$ cat src/rtl/ned_pkg.sv
// shared constants, command and status types for the nearest exit distance block
`timescale 1ns / 1ps

package ned_pkg;

  localparam int MAX_EXIT_CELLS = 64;
  localparam int GRID_ROWS      = 256;
  localparam int GRID_COLUMNS   = 256;

  localparam int COORD_W = 8;
  localparam int CNT_W   = $clog2(MAX_EXIT_CELLS + 1);
  localparam int ADDR_W  = (MAX_EXIT_CELLS > 1) ? $clog2(MAX_EXIT_CELLS) : 1;

  localparam int OPCODE_W = 2;
  localparam int D2_W     = 17;
  localparam int DIST_W   = 17;
  localparam int RAD_W    = 2 * DIST_W;
  localparam int REM_W    = DIST_W + 3;
  localparam int ITER_W   = $clog2(DIST_W + 1);

  localparam int S_TDATA_W = 24;
  localparam int M_TDATA_W = 24;

  localparam logic [OPCODE_W-1:0] OP_CLEAR  = 2'd0;
  localparam logic [OPCODE_W-1:0] OP_APPEND = 2'd1;
  localparam logic [OPCODE_W-1:0] OP_QUERY  = 2'd2;

  typedef struct packed {
    logic clear;
    logic append;
    logic query_start;
    logic scan_en;
    logic sqrt_load;
    logic out_load;
  } ned_cmd_t;

  typedef struct packed {
    logic special;
    logic scan_busy;
    logic sqrt_done;
    logic out_free;
  } ned_status_t;

endpackage

$ cat src/rtl/ned_ctrl.sv
// controller state machine: handshake, scan and square root sequencing
`timescale 1ns / 1ps

module ned_ctrl import ned_pkg::*; (
  input  logic                clk,
  input  logic                rst,
  input  logic                s_tvalid,
  input  logic [OPCODE_W-1:0] opcode,
  output logic                s_tready,
  input  ned_status_t         status,
  output ned_cmd_t            cmd
);

  typedef enum logic [1:0] {
    IDLE,
    SCAN,
    SQRT,
    DONE
  } state_t;

  state_t state;
  state_t state_next;
  logic   accept;

  assign s_tready = (state == IDLE);
  assign accept   = s_tvalid && s_tready;

  always_comb begin
    state_next = state;
    cmd        = '0;
    case (state)
      IDLE: begin
        if (accept) begin
          case (opcode)
            OP_CLEAR:  cmd.clear = 1'b1;
            OP_APPEND: cmd.append = 1'b1;
            OP_QUERY: begin
              cmd.query_start = 1'b1;
              state_next      = SCAN;
            end
            default: ;
          endcase
        end
      end
      SCAN: begin
        cmd.scan_en = 1'b1;
        if (status.special) begin
          state_next = DONE;
        end else if (!status.scan_busy) begin
          cmd.sqrt_load = 1'b1;
          state_next    = SQRT;
        end
      end
      SQRT: begin
        if (status.sqrt_done) begin
          state_next = DONE;
        end
      end
      DONE: begin
        if (status.out_free) begin
          cmd.out_load = 1'b1;
          state_next   = IDLE;
        end
      end
      default: state_next = IDLE;
    endcase
  end

  always_ff @(posedge clk) begin
    if (rst) begin
      state <= IDLE;
    end else begin
      state <= state_next;
    end
  end

endmodule

$ cat config.mk
export PLATFORM = sky130hd
export DESIGN_NAME = ned_ctrl
export DESIGN_NICKNAME = d
export VERILOG_FILES = /design/src/rtl/ned_pkg.sv /design/src/rtl/ned_ctrl.sv
export SDC_FILE = /design/constraint.sdc
export NUM_CORES = 1
export LEC_CHECK = 0
export ABC_CLOCK_PERIOD_IN_PS = 2100
export BUFFER_PORTS_ARGS = -buffer_cell sky130_fd_sc_hd__buf_2
export CAP_MARGIN = 20
export CORE_AREA = 2 2 39 41
export CTS_CLUSTER_DIAMETER = 200
export DETAILED_ROUTE_END_ITERATION = 6
export DIE_AREA = 0 0 41 43
export GPL_ROUTABILITY_DRIVEN = 0
export RECOVER_POWER = 50
export SLEW_MARGIN = 20
export SYNTH_ARGS = -nofsm -noshare
export SYNTH_HDL_FRONTEND = slang
export SYNTH_SLANG_ARGS = --single-unit
$ cat constraint.sdc
create_clock -name clk -period 2.1 [get_ports clk]
set_clock_uncertainty 0.2 [all_clocks]
set_input_delay 0.105 -clock clk [delete_from_list [all_inputs] [get_ports clk]]
set_output_delay 0.105 -clock clk [all_outputs]
set_load 0.02 [all_outputs]
# Yosys cells after proc, flatten, opt, wreduce, memory -nomap -nowiden
# Cells that the tools add are included.
# op_classes
magnitude_cmp	0
muxes	17
reduce_logical	4
addsub	0
shifts	0
n_div	0
mul	0
bitwise	0
eq_ne	10
# ops
cell	n
$mux 2	7
$pmux 2 s4	1
$mux 1	7
$eq 2x2->1 const B	3
$mux 3	2
$reduce_and 5->1	1
$eq 2x1->1 const B	2
$logic_not 2->1	2
$ne 2x1->1 const B	2
$ne 2x2->1 const B	2
$ne 3x3->1 const B	1
$logic_and 1x1->1	1
# word_totals
inputBits	9
wordCells	32
reg_bits	2
rom_bits	0
out_inout_bits	7
ramBits	0
latch_bits	0
mem_count	0

# Longest topological paths before layout
# logic_depth
depth_word	4
mapped_depth	5
ltp_nobuf	5

# Worst setup path before layout
# No wires, ideal clock.
# synth_timing
path_type	register to register
start	register state[0]
end	register state[0]
path_stages_with_launch	6
setup_time_ns	0.123
required_time_ns	1.777
path_slack_ns	0.321
synth_period_minus_slack_ns	1.779
path_buffers	0
t_arrival_ns	1.456
path_cell_list	dfxtp_1 inv_1 ha_1 a222oi_1 and3_2 mux2_1
# synth_via
elab_chain_cells	4
elab_cells_between_ends	12
cone_classes	8 x eq/ne; 1 x mux; 3 x reduce/logical
# synth_lines
element	line_no	text
start, declared	ned_ctrl.sv:21	state_t state;
start signal, assigned	ned_ctrl.sv:73	state <= state_next;
$logic_not 2->1	ned_ctrl.sv:25, ned_ctrl.sv:31	
$logic_and 1x1->1	ned_ctrl.sv:26	assign accept = s_tvalid && s_tready;
$ne 2x1->1 (no line)	-	
$reduce_and 5->1 (no line)	-	
# Parallel ways exist; a longest one is shown, timed or not.
# A chain may end at the register's enable or synchronous reset.

# Worst setup path in the final report
# Same ends and word-level chain as after synthesis.

==> results.md <==
- Cells fill 25.8% of the core in the end.
- The register with the most flip-flops in the layout has 2 of them.
- Setup repair after global routing left no endpoint under its margin.
- The number of vias after detailed routing is 262.
- The flow ran to the end, and the final reports show no timing, DRC or antenna violations.
- TritonCTS built the clock tree.
- The first routing iteration left 3 violations.
- The count of port buffers added during placement is 15.
- The detailed-routed wire length on met2 is 269 um.
- The maximum number of pins on one net before global-route repair is 6.
- The first global-routing pass estimated 821 um of wire.
- For the worst setup path, the data required time is 2.01 ns.
- The aggregate negative setup slack is 0 ns.
- The number of buffers on the longest clock path is 2.
- The die footprint is 1760 um^2.
- Of the synthesized area, sequential elements account for between 10% and 20%.
- The most common cell after layout, fill and taps aside is sky130_fd_sc_hd__buf_2.
- The number of unique standard cell types used by synthesis is 16.
- The max-capacitance violation count is 0.
- The register bit total from synthesis is 2.
- Global routing consumed, over all layers together, 7.31% of the routing resources.
- Summed over its instances, the top area cell type makes up 25.6% of the synthesized netlist area.
- The top layer reached by signal wires is met3.
- Across the VDD grid, the largest voltage drop is 0.000216 V.
- The total inserted antenna cells is 0.
- In this run the number of H-tree levels came out at 1.
- The DRC violation count after routing is 0.
- Clock-pin slew was measured on the worst setup and hold paths at 0.03 ns.
- The post-synth design cell area is 244 um^2.
- The buffers plus inverters on the worst setup path is 1.
- For this block, the routed nets add up to 545 um of wire.
- The cell sitting at the root of the clock tree is a sky130_fd_sc_hd__clkbuf_4.
- The first detailed-routing pass ran for 4 iterations.
- The post-synth net total is 45.
- The standard-cell row count is 14.
- Pin placement for this block handled 16 I/O pins.
- Measured along the x axis, the die boundary spans 41 um.
- The power per standard cell area is 910 nW/um^2.
- Setup violations remaining at the end of the flow were counted as 0.
- At the later pin of the worst-skew pair, clock insertion delay measures around 0.22 ns.
- By startpoint and endpoint, the worst setup path is classified as flip-flop to flip-flop.
- The library cells used most frequently in the layout, excluding fill and tap cells, are sky130_fd_sc_hd__buf_2 (11), sky130_fd_sc_hd__inv_1 (6), sky130_fd_sc_hd__ha_1 (5).
- The count of nets left with antenna violations after detail routing is 0.
- The final layout contains 65 nets.
- In this run the standard cell core region covers 1380 um^2.
- The critical path goes through inv_1, ha_1, a222oi_1, and3_2, mux2_1.
- The startpoint class of the critical path is a flip-flop.
- The number of gates resized after CTS was 0.
- The total met3 wirelength after detailed routing is around 45 um.
- The nature of the critical path endpoint is a flip-flop.
- The average instance in the mapped netlist occupies 7.87 um^2.
- The effective utilization at floorplan is 17.6%.
- The initial antenna violation count is 0.
- The number of clock buffers added by TritonCTS is 3.
- The count of final hold-check violations was 0.
- The sum of net half-perimeters after detailed placement is 438 um.
- The total of warnings raised by yosys is 0.
- Once the clock tree was built, the setup fixing pass inserted 0 buffers.
- The number of pins with negative max-slew slack in the final report is 0.
- The via count of the first global-routing pass is 240.
- The number of cells produced by synthesis is 31.
- Along the worst path, the maximum fanout reaches 5.
- The synthesized design spends more area on one cell type than any other, namely sky130_fd_sc_hd__ha_1.
- The area growth from synthesis to layout is 46.2%.
- In the finished design, the share of the clock period the worst path needs comes to 90.8%.
- state holds more flip-flops than any other register.
- After detailed routing, the average wire length per cell comes to 8.38 um.
- The count of hold buffers inserted by post-cts repair is 0.
- The classification of the worst-slack hold path is input pin to flip-flop.
- The worst slew margin relative to its limit is 83.2%.
- From bottom edge to top edge, the die measures between 40 and 50 um.
- The critical path data arrival time is 1.81 ns.
- For the pin with the worst max-slew slack, the measured transition is 0.253 ns.
- In the final layout, the share of cells above drive strength 1 is 30.6%.
- On the worst path, the slowest cell contributes a delay of 0.37 ns.
- The total overflow left after global routing is 0.
- The peak clock frequency supported by timing is 0.524 GHz.
- The highest-delay cell along the critical path is sky130_fd_sc_hd__dfxtp_1.
- The analysis attributes to cell leakage a power of 0.180 nW.
- In the final routing, the length of wire on met1 measures 230 um.
- Dividing the detail-routed via count by the number of cells gives 4.03.
- The kind of cell with the highest combined delay along the critical path is flip-flops.
- The tree built by TritonCTS fans out to 2 sinks.
- The post-route minimum period is 1.91 ns.
- In the final layout, the registers with the most flip-flops are state: 2 flops.
- Ranked by total cell area, the synthesized netlist is headed by sky130_fd_sc_hd__ha_1 (26%), sky130_fd_sc_hd__dfxtp_1 (16%), sky130_fd_sc_hd__inv_1 (9.2%), sky130_fd_sc_hd__nor3b_1 (6.2%), sky130_fd_sc_hd__nand2b_1 (5.1%).
-- layer usage --
| layer | GRT usage [%] | vias up |
|---|---|---|
| li1 | - | 142 |
| met5 | 0 | - |
| met1 | 6.39 | 111 |
| met2 | 10.9 | 9 |
| met4 | 8.00 | 0 |
| met3 | 3.14 | 0 |
-- worst min-delay path, stage by stage --
cell and delay [ns]:
sky130_fd_sc_hd__buf_2 0.11, sky130_fd_sc_hd__nand2b_1 0.10, sky130_fd_sc_hd__mux2i_1 0.06
-- cell type report --
type | instances | area, um^2
Fill cell | 162 | 1030
Timing Repair Buffer | 15 | 70.1
Sequential cell | 2 | 40.0
Inverter | 6 | 22.5
Multi-Input combinational cell | 23 | 181
Clock buffer | 3 | 22.5
Tap cell | 16 | 20.0
-- report_power, final --
part	internal, mW	leakage, nW	switching (mW)	total, mW
Combinational	0.0718	0.150	0.108	0.180
Sequential	0.0488	0.0163	0.0116	0.0604
Clock	0.0630	0.0138	0.0213	0.0843
-- synth_stat cells --
cell / instances
sky130_fd_sc_hd__nor3_1: 2
sky130_fd_sc_hd__nor2_1: 1
sky130_fd_sc_hd__ha_1: 5
sky130_fd_sc_hd__nor3b_1: 2
sky130_fd_sc_hd__nand2b_1: 2
sky130_fd_sc_hd__inv_1: 6
sky130_fd_sc_hd__nand3_1: 2
sky130_fd_sc_hd__a222oi_1: 1
sky130_fd_sc_hd__mux2i_1: 1
sky130_fd_sc_hd__dfxtp_1: 2
sky130_fd_sc_hd__mux2_1: 1
sky130_fd_sc_hd__nand3b_1: 1
sky130_fd_sc_hd__and3_2: 1
sky130_fd_sc_hd__and2_1: 1
sky130_fd_sc_hd__a21oi_1: 2
sky130_fd_sc_hd__o21ai_0: 1
-- logic make-up after synthesis --
family | share of synthesized area, %
DFF | 16.4
muxes | 8.72
AOI/OAI and AO/OA | 10.3
and+or+nand+nor | 29.7
adders and majority gates | 25.6
buffers and inverters | 9.23
-- stage by stage --
| step | setup WS (ns) | hold WS (ns) | cell area (um^2) | std cells | power [mW] |
|---|---|---|---|---|---|
| after detailed placement | 0.172 | 0.236 | 339 | 62 | 0.247 |
| after global placement | 0.189 | 0.225 | 339 | 62 | 0.247 |
| after floorplan | 0.321 | 0.0853 | 244 | 31 | 0.198 |
| after CTS | 0.165 | 0.00179 | 362 | 65 | 0.338 |
| after global routing | 0.0680 | 0.0361 | 357 | 65 | 0.361 |
| final | 0.193 | 0.00895 | 357 | 65 | 0.324 |
-- final timing paths --
kind | slack [ns] | from | depth (start not counted) | endpoint
max | 0.19 | state[0] | 5 | state[0]
min | 0.009 | rst | 3 | state[1]
max reg2reg | 0.19 | state[0] | 5 | state[0]
min reg2reg | 0.33 | state[1] | 2 | state[1]
Note: power is estimated with default switching activity, not from simulation.
