## config.mk

```make
export PLATFORM = sky130hd
export DESIGN_NAME = ned_datapath
export DESIGN_NICKNAME = d
export VERILOG_FILES = /design/src/rtl/ned_pkg.sv /design/src/rtl/ned_datapath.sv
export SDC_FILE = /design/constraint.sdc
export NUM_CORES = 2
export LEC_CHECK = 0
export ABC_AREA = 1
export BUFFER_PORTS_ARGS = -buffer_cell sky130_fd_sc_hd__clkbuf_2
export CAP_MARGIN = 30
export CORE_MARGIN = 2
export CORE_UTILIZATION = 45
export CTS_BUF_LIST = sky130_fd_sc_hd__clkbuf_8
export CTS_CLUSTER_SIZE = 8
export DETAILED_ROUTE_END_ITERATION = 6
export GPL_ROUTABILITY_DRIVEN = 0
export SLEW_MARGIN = 10
export SYNTH_ARGS = -nofsm -noshare
export SYNTH_HDL_FRONTEND = slang
export SYNTH_SLANG_ARGS = --single-unit
```

## constraint.sdc

```tcl
create_clock -name clk -period 18.3 [get_ports clk]
set_input_delay 3.66 -clock clk [delete_from_list [all_inputs] [get_ports clk]]
set_output_delay 3.66 -clock clk [all_outputs]
set_load 0.1 [all_outputs]
```

## src/rtl/ned_pkg.sv

```systemverilog
// shared constants, command and status types for the nearest exit distance block
`timescale 1ns / 1ps

package ned_pkg;

  localparam int MAX_EXIT_CELLS = 64;
  localparam int GRID_ROWS      = 256;
  localparam int GRID_COLUMNS   = 256;

  localparam int COORD_W = 8;
  localparam int CNT_W   = $clog2(MAX_EXIT_CELLS + 1);
  localparam int ADDR_W  = (MAX_EXIT_CELLS > 1) ? $clog2(MAX_EXIT_CELLS) : 1;

  localparam int OPCODE_W = 2;
  localparam int D2_W     = 17;
  localparam int DIST_W   = 17;
  localparam int RAD_W    = 2 * DIST_W;
  localparam int REM_W    = DIST_W + 3;
  localparam int ITER_W   = $clog2(DIST_W + 1);

  localparam int S_TDATA_W = 24;
  localparam int M_TDATA_W = 24;

  localparam logic [OPCODE_W-1:0] OP_CLEAR  = 2'd0;
  localparam logic [OPCODE_W-1:0] OP_APPEND = 2'd1;
  localparam logic [OPCODE_W-1:0] OP_QUERY  = 2'd2;

  typedef struct packed {
    logic clear;
    logic append;
    logic query_start;
    logic scan_en;
    logic sqrt_load;
    logic out_load;
  } ned_cmd_t;

  typedef struct packed {
    logic special;
    logic scan_busy;
    logic sqrt_done;
    logic out_free;
  } ned_status_t;

endpackage

```

## src/rtl/ned_datapath.sv

```systemverilog
// datapath: exit store, distance scan, bit-serial square root, output register
`timescale 1ns / 1ps

module ned_datapath import ned_pkg::*; (
  input  logic                 clk,
  input  logic                 rst,
  input  logic [COORD_W-1:0]   row,
  input  logic [COORD_W-1:0]   column,
  input  logic                 cell_blocked,
  input  ned_cmd_t             cmd,
  output ned_status_t          status,
  input  logic                 m_tready,
  output logic                 m_tvalid,
  output logic [DIST_W-1:0]    distance_q8,
  output logic                 distance_valid
);

  logic [2*COORD_W-1:0] exit_store [MAX_EXIT_CELLS];

  logic [CNT_W-1:0]     count;
  logic [CNT_W-1:0]     idx;
  logic                 in_grid;
  logic [COORD_W-1:0]   q_row;
  logic [COORD_W-1:0]   q_column;
  logic                 q_blocked;
  logic                 q_inside;

  logic                 issue;
  logic                 v1;
  logic                 v2;
  logic [2*COORD_W-1:0] rd_data;
  logic [COORD_W-1:0]   dr;
  logic [COORD_W-1:0]   dc;
  logic [D2_W-1:0]      d2;
  logic [D2_W-1:0]      d2_next;
  logic [D2_W-1:0]      best;

  logic [RAD_W-1:0]     rad;
  logic [REM_W-1:0]     rem;
  logic [DIST_W-1:0]    root;
  logic [ITER_W-1:0]    iter;
  logic [REM_W-1:0]     rem_shift;
  logic [REM_W-1:0]     trial;

  assign in_grid = ({1'b0, row} < (COORD_W+1)'(GRID_ROWS)) &&
                   ({1'b0, column} < (COORD_W+1)'(GRID_COLUMNS));

  assign issue = cmd.scan_en && (idx < count);

  // stored word: row in the low byte, column in the high byte
  always_comb begin
    logic [COORD_W-1:0] er;
    logic [COORD_W-1:0] ec;
    er = rd_data[COORD_W-1:0];
    ec = rd_data[2*COORD_W-1:COORD_W];
    dr = (er > q_row) ? (er - q_row) : (q_row - er);
    dc = (ec > q_column) ? (ec - q_column) : (q_column - ec);
    d2_next = D2_W'({{COORD_W{1'b0}}, dr} * {{COORD_W{1'b0}}, dr}) +
              D2_W'({{COORD_W{1'b0}}, dc} * {{COORD_W{1'b0}}, dc});
  end

  always_comb begin
    rem_shift = {rem[REM_W-3:0], rad[RAD_W-1:RAD_W-2]};
    trial     = {1'b0, root, 2'b01};
  end

  assign status.special   = q_blocked || !q_inside || (count == '0);
  assign status.scan_busy = issue || v1 || v2;
  assign status.sqrt_done = (iter == '0);
  assign status.out_free  = !m_tvalid || m_tready;

  always_ff @(posedge clk) begin
    if (cmd.append && in_grid && (count < CNT_W'(MAX_EXIT_CELLS))) begin
      exit_store[count[ADDR_W-1:0]] <= {column, row};
    end
    rd_data <= exit_store[idx[ADDR_W-1:0]];
  end

  always_ff @(posedge clk) begin
    if (rst) begin
      count    <= '0;
      idx      <= '0;
      v1       <= 1'b0;
      v2       <= 1'b0;
      iter     <= '0;
      m_tvalid <= 1'b0;
    end else begin
      if (cmd.clear) begin
        count <= '0;
      end else if (cmd.append && in_grid && (count < CNT_W'(MAX_EXIT_CELLS))) begin
        count <= count + 1'b1;
      end

      if (cmd.query_start) begin
        idx <= '0;
      end else if (issue) begin
        idx <= idx + 1'b1;
      end
      v1 <= issue;
      v2 <= v1;

      if (cmd.sqrt_load) begin
        iter <= ITER_W'(DIST_W);
      end else if (iter != '0) begin
        iter <= iter - 1'b1;
      end

      if (cmd.out_load) begin
        m_tvalid <= 1'b1;
      end else if (m_tready) begin
        m_tvalid <= 1'b0;
      end
    end
  end

  always_ff @(posedge clk) begin
    if (cmd.query_start) begin
      q_row     <= row;
      q_column  <= column;
      q_blocked <= cell_blocked;
      q_inside  <= in_grid;
      best      <= '1;
    end else if (v2 && (d2 < best)) begin
      best <= d2;
    end
    if (v1) begin
      d2 <= d2_next;
    end

    // two radicand bits per step, one root bit out
    if (cmd.sqrt_load) begin
      rad  <= {1'b0, best, 16'd0};
      rem  <= '0;
      root <= '0;
    end else if (iter != '0) begin
      rad <= {rad[RAD_W-3:0], 2'b00};
      if (rem_shift >= trial) begin
        rem  <= rem_shift - trial;
        root <= {root[DIST_W-2:0], 1'b1};
      end else begin
        rem  <= rem_shift;
        root <= {root[DIST_W-2:0], 1'b0};
      end
    end

    if (cmd.out_load) begin
      distance_q8    <= status.special ? '0 : root;
      distance_valid <= !status.special;
    end
  end

endmodule

```

**After elaboration in Yosys (flattened, before gate mapping)**

Memories as Yosys holds them, arrays and structs flattened. A register that Yosys moved wholly into a read port is not among the register bits.
Cells that the tools add are included.

- Memories: 1
- Output and inout port bits: 23
- Word-level logic and storage cells: 65
- Memory bits (writable): 1024
- Bits of input ports: 26
- Register bits after elaboration: 144

- $lt $le $gt $ge: 6
- Mux-type cells: 12
- Reduce and logical (&&, ||, !) cells: 17
- Multiply operators: 2
- Add/sub/neg operators: 9

Memories:

| name | words | width | rd ports | clocked after memory_dff | write ports | line | text |
|---|---|---|---|---|---|---|---|
| exit_store | 64 | 16 | 1 | 1 | 1 | ned_datapath.sv:18 | `logic [2*COORD_W-1:0] exit_store [MAX_EXIT_CELLS];` |

Operators with widths:

| cell | number |
|---|---|
| $mux W33 | 2 |
| $mul A8 B8 Y16 | 2 |
| $sub A8 B8 Y8 | 4 |
| $ge A20 B19 Y1 | 1 |
| $mux W18 | 1 |
| $sub A18 B18 Y18 | 1 |
| $add A16 B16 Y17 | 1 |
| $lt A17 B17 Y1 | 1 |
| $gt A8 B8 Y1 | 2 |
| $mux W8 | 2 |
| $add A7 B1 Y7 const B | 2 |
| $mux W5 | 2 |
| $logic_not A7 Y1 | 1 |
| $lt A7 B7 Y1 | 1 |
| $lt A7 B7 Y1 const B | 1 |
| $reduce_or A2 Y1 | 3 |
| $logic_not A5 Y1 | 1 |
| $mux W1 | 5 |
| $reduce_bool A5 Y1 | 1 |
| $sub A5 B1 Y5 const B | 1 |
| $logic_or A1 B1 Y1 | 4 |
| $reduce_bool A2 Y1 | 2 |
| $logic_and A1 B1 Y1 | 3 |
| $logic_not A1 Y1 | 2 |

**Logic depth before layout (Yosys ltp)**

- Word-level depth: 4
- Gate-level depth with buffers: 36

**Least setup slack after synthesis**

Ideal clock, no wire load.

- Path kind: input to output
- Start point: input port cmd[2] in the netlist's numbering
- End point: output port status[2] in the netlist's numbering
- Data arrival time: 4.475 ns
- Path buffers: 0
- Stages: 2
- Data required time: 14.640 ns
- Path slack: 10.165 ns
- Cell sequence: nand3_2 -> nand2_1

RTL lines:

| element | line | text |
|---|---|---|
| from (decl) | ned_datapath.sv:10 | `input ned_cmd_t cmd,` |
| to (decl) | ned_datapath.sv:11 | `output ned_status_t status,` |

==> results.ini <==
[sta]
rsz0062_at_grt=false
layout_min_cycle_time_ns=8.319
setup_slack_ns=9.981
setup_viol=0
period_share=0.4546
fmax_mhz=120.2
max_slew_margin=0.3168
timing.setup.tns_ns=0
final_max_slew_viol_count=0
finalClockSkew_ns=0.05080
finalHoldViolCount=0
tightest_slew_ns=1.025

[floorplanning]
die_area_sq_um=121100
num_io_pins=49
placementRows=126
coreArea_sq_um=117800
start_util=0.4522
fp.dieW_um=348.0
die_h_um=348.0

[clock_tree]
cts_sinks=1184
clockBufferDepth=3
clkLatencyLatePin_ns=0.91
h-tree-depth=4
cts_tree=yes
cts.repair.resized=0
ctsRootBufferMaster=clkbuf_8
ctsHoldBuffers=0
post-cts-setup-buffers=0
clk_pin_slew_worst_paths_ns=0.06
cts-buffers-inserted=192

[placed_design]
placed_cells=6212
pre_cts_ws_ns=9.993
place_hpwl_um=77270
port_buffers=48

[setup_path]
cp-end-kind=output pin
crit_arrival_ns=4.66
crit_top_cell=clkbuf_2
crit_path_start_kind=input port
path_class=input port to output pin
worstPathCellList=clkbuf_2, nand3_2, nand2_1, clkbuf_2
crit_family=buffers and inverters
path_max_fanout=10
slowest_delay_ns=0.48
critPathSlowestCell=clkbuf_2
critical_path_buf_inv_count=2
critPathRequiredTime_ns=14.64

[global_routing]
grt_usage=0.2236
use_met1=0.3052
antenna_found_initial=5
met3_usage=0.03992
grt_pass1_wl_um=205100
grt_pass1_vias=33860
grt_max_degree=197
top_usage_layer=met2
grt_overflow=0
met2_usage=0.3619

[routing]
vias=35530
wirelength_um=136300
wl_per_cell_um=20.80
first_pass_iters=6
drcViolationCount=0
vias_per_cell=5.419
drtAntennaViolNets=0
drtIter0Drc=3436

[synthesis]
synthFlopType=edfxtp_1
synth.avg_cell_area_sq_um=11.18
synth_area_sq_um=53260
yosysSeqAreaShare=0.6505
async_reset_ff_frac=0
ys_seq_elements=1184
synth.distinct_cells=45
syn_nets=5000
synth_edf_count=1093
ys.warnings.count=0
syn_inst=4763

[cells_and_area]
nets=5110
multi_input_area_sq_um=16000
instances_no_fill=6556
seqCellArea_sq_um=34650
fillers=10460
area_growth_pct=9.985
final_util=0.4974
layout-drive-gt1-share=0.08433

[hold_path]
min_path_type=flip-flop to flip-flop

[status]
status=completed

[run]
maxCapViolCount=0

-- placed cells by master, fill, tap and decap left out, drive strengths merged, types with 5 or more instances in the layout --
master / instances
buf: 117
or2: 5
nor2: 825
ha: 131
nand3: 230
o221ai: 6
nor4: 5
a21oi: 83
o22ai: 113
dfxtp: 91
xor2: 30
fa: 80
o211ai: 124
clkbuf: 241
edfxtp: 1093
clkinvlp: 5
nand4: 44
o21ai: 547
o21a: 9
inv: 450
clkinv: 59
xnor2: 11
nor3: 20
a31oi: 6
nand2: 673
-- sequential cells by signal, indices dropped and copies added, names as in the netlist --
register,cells
q_row,8
rem,18
v2,1
distance_q8,17
q_blocked,1
v1,1
count,7
best,17
exit_store,1024
iter,5
d2,17
q_column,8
m_tvalid,1
rd_data,16
root,17
distance_valid,1
idx,7
rad,18
-- cells by family (layout without fill, tap and decap cells) --
logic type	after synthesis	in the layout	synth area share
flops	1184	1184	0.6505
other cells	0	4	0
mux	1	1	0.0001880
buf+inv	620	873	0.05035
simple gates	1810	1810	0.1373
compound gates	896	896	0.09407
fa+ha+maj	211	211	0.06085
xor+xnor	41	41	0.006743
-- per-layer routing --
metal  share of wire  up-vias  wire [um]
li1                -    16820          -
met1            0.43    17320      59000
met4           0.026        0       3546
met3           0.069      224       9450
met5               0        -          0
met2            0.47     1167      64340
-- final cells by class --
class | instances | area share
flip-flops and latches | 1184 | 0.5916
multi-input cells | 2959 | 0.2731
clock buffers | 199 | 0.04676
well taps | 1536 | 0.03281
inverters | 377 | 0.02435
repair buffers | 159 | 0.01991
clock inverters | 138 | 0.01130
diodes | 4 | 0.0001709
-- cell usage after synthesis (all sizes together), types with 6 or more instances --
library cell | instances | share of area
a31oi | 6 | 0.00070
dfxtp | 91 | 0.034
o211ai | 124 | 0.017
nor2 | 825 | 0.058
o22ai | 113 | 0.013
nor3 | 20 | 0.0020
o21a | 9 | 0.0013
xnor2 | 11 | 0.0018
nand3 | 230 | 0.022
buf | 115 | 0.015
o21ai | 547 | 0.051
nand4 | 44 | 0.0052
fa | 80 | 0.030
xor2 | 30 | 0.0049
nand2 | 673 | 0.048
inv | 372 | 0.026
ha | 131 | 0.031
clkbuf | 128 | 0.0091
a21oi | 83 | 0.0078
o221ai | 6 | 0.00099
edfxtp | 1093 | 0.62
-- per-stage QoR --
| stage | instance area [sq um] | hold slack [ns] |
|---|---|---|
| floorplan | 53260 | 0.4215 |
| global placement | 55050 | 0.4540 |
| detailed placement | 55080 | 0.4580 |
| finish | 58570 | 0.4725 |
| CTS | 58480 | 0.4753 |
| global route | 58570 | 0.5013 |
-- tightest hold or removal path, cell delays in order, from the launching register on --
cell and delay [ns]:
dfxtp_1 0.32, nand2_1 0.05, nand3_1 0.06
-- path summary, 6_finish.rpt --
kind / start / to / slack (ns) / depth (start not counted)
max: cmd[2] / status[2] / 9.98 / 4
min: best[10] / best[10] / 0.47 / 2
max reg2reg: q_row[5] / d2[12] / 11.28 / 27
min reg2reg: best[10] / best[10] / 0.47 / 2
Power is not shown: default switching activity piles up to over one toggle a cycle in this logic, so the estimate is an artifact.
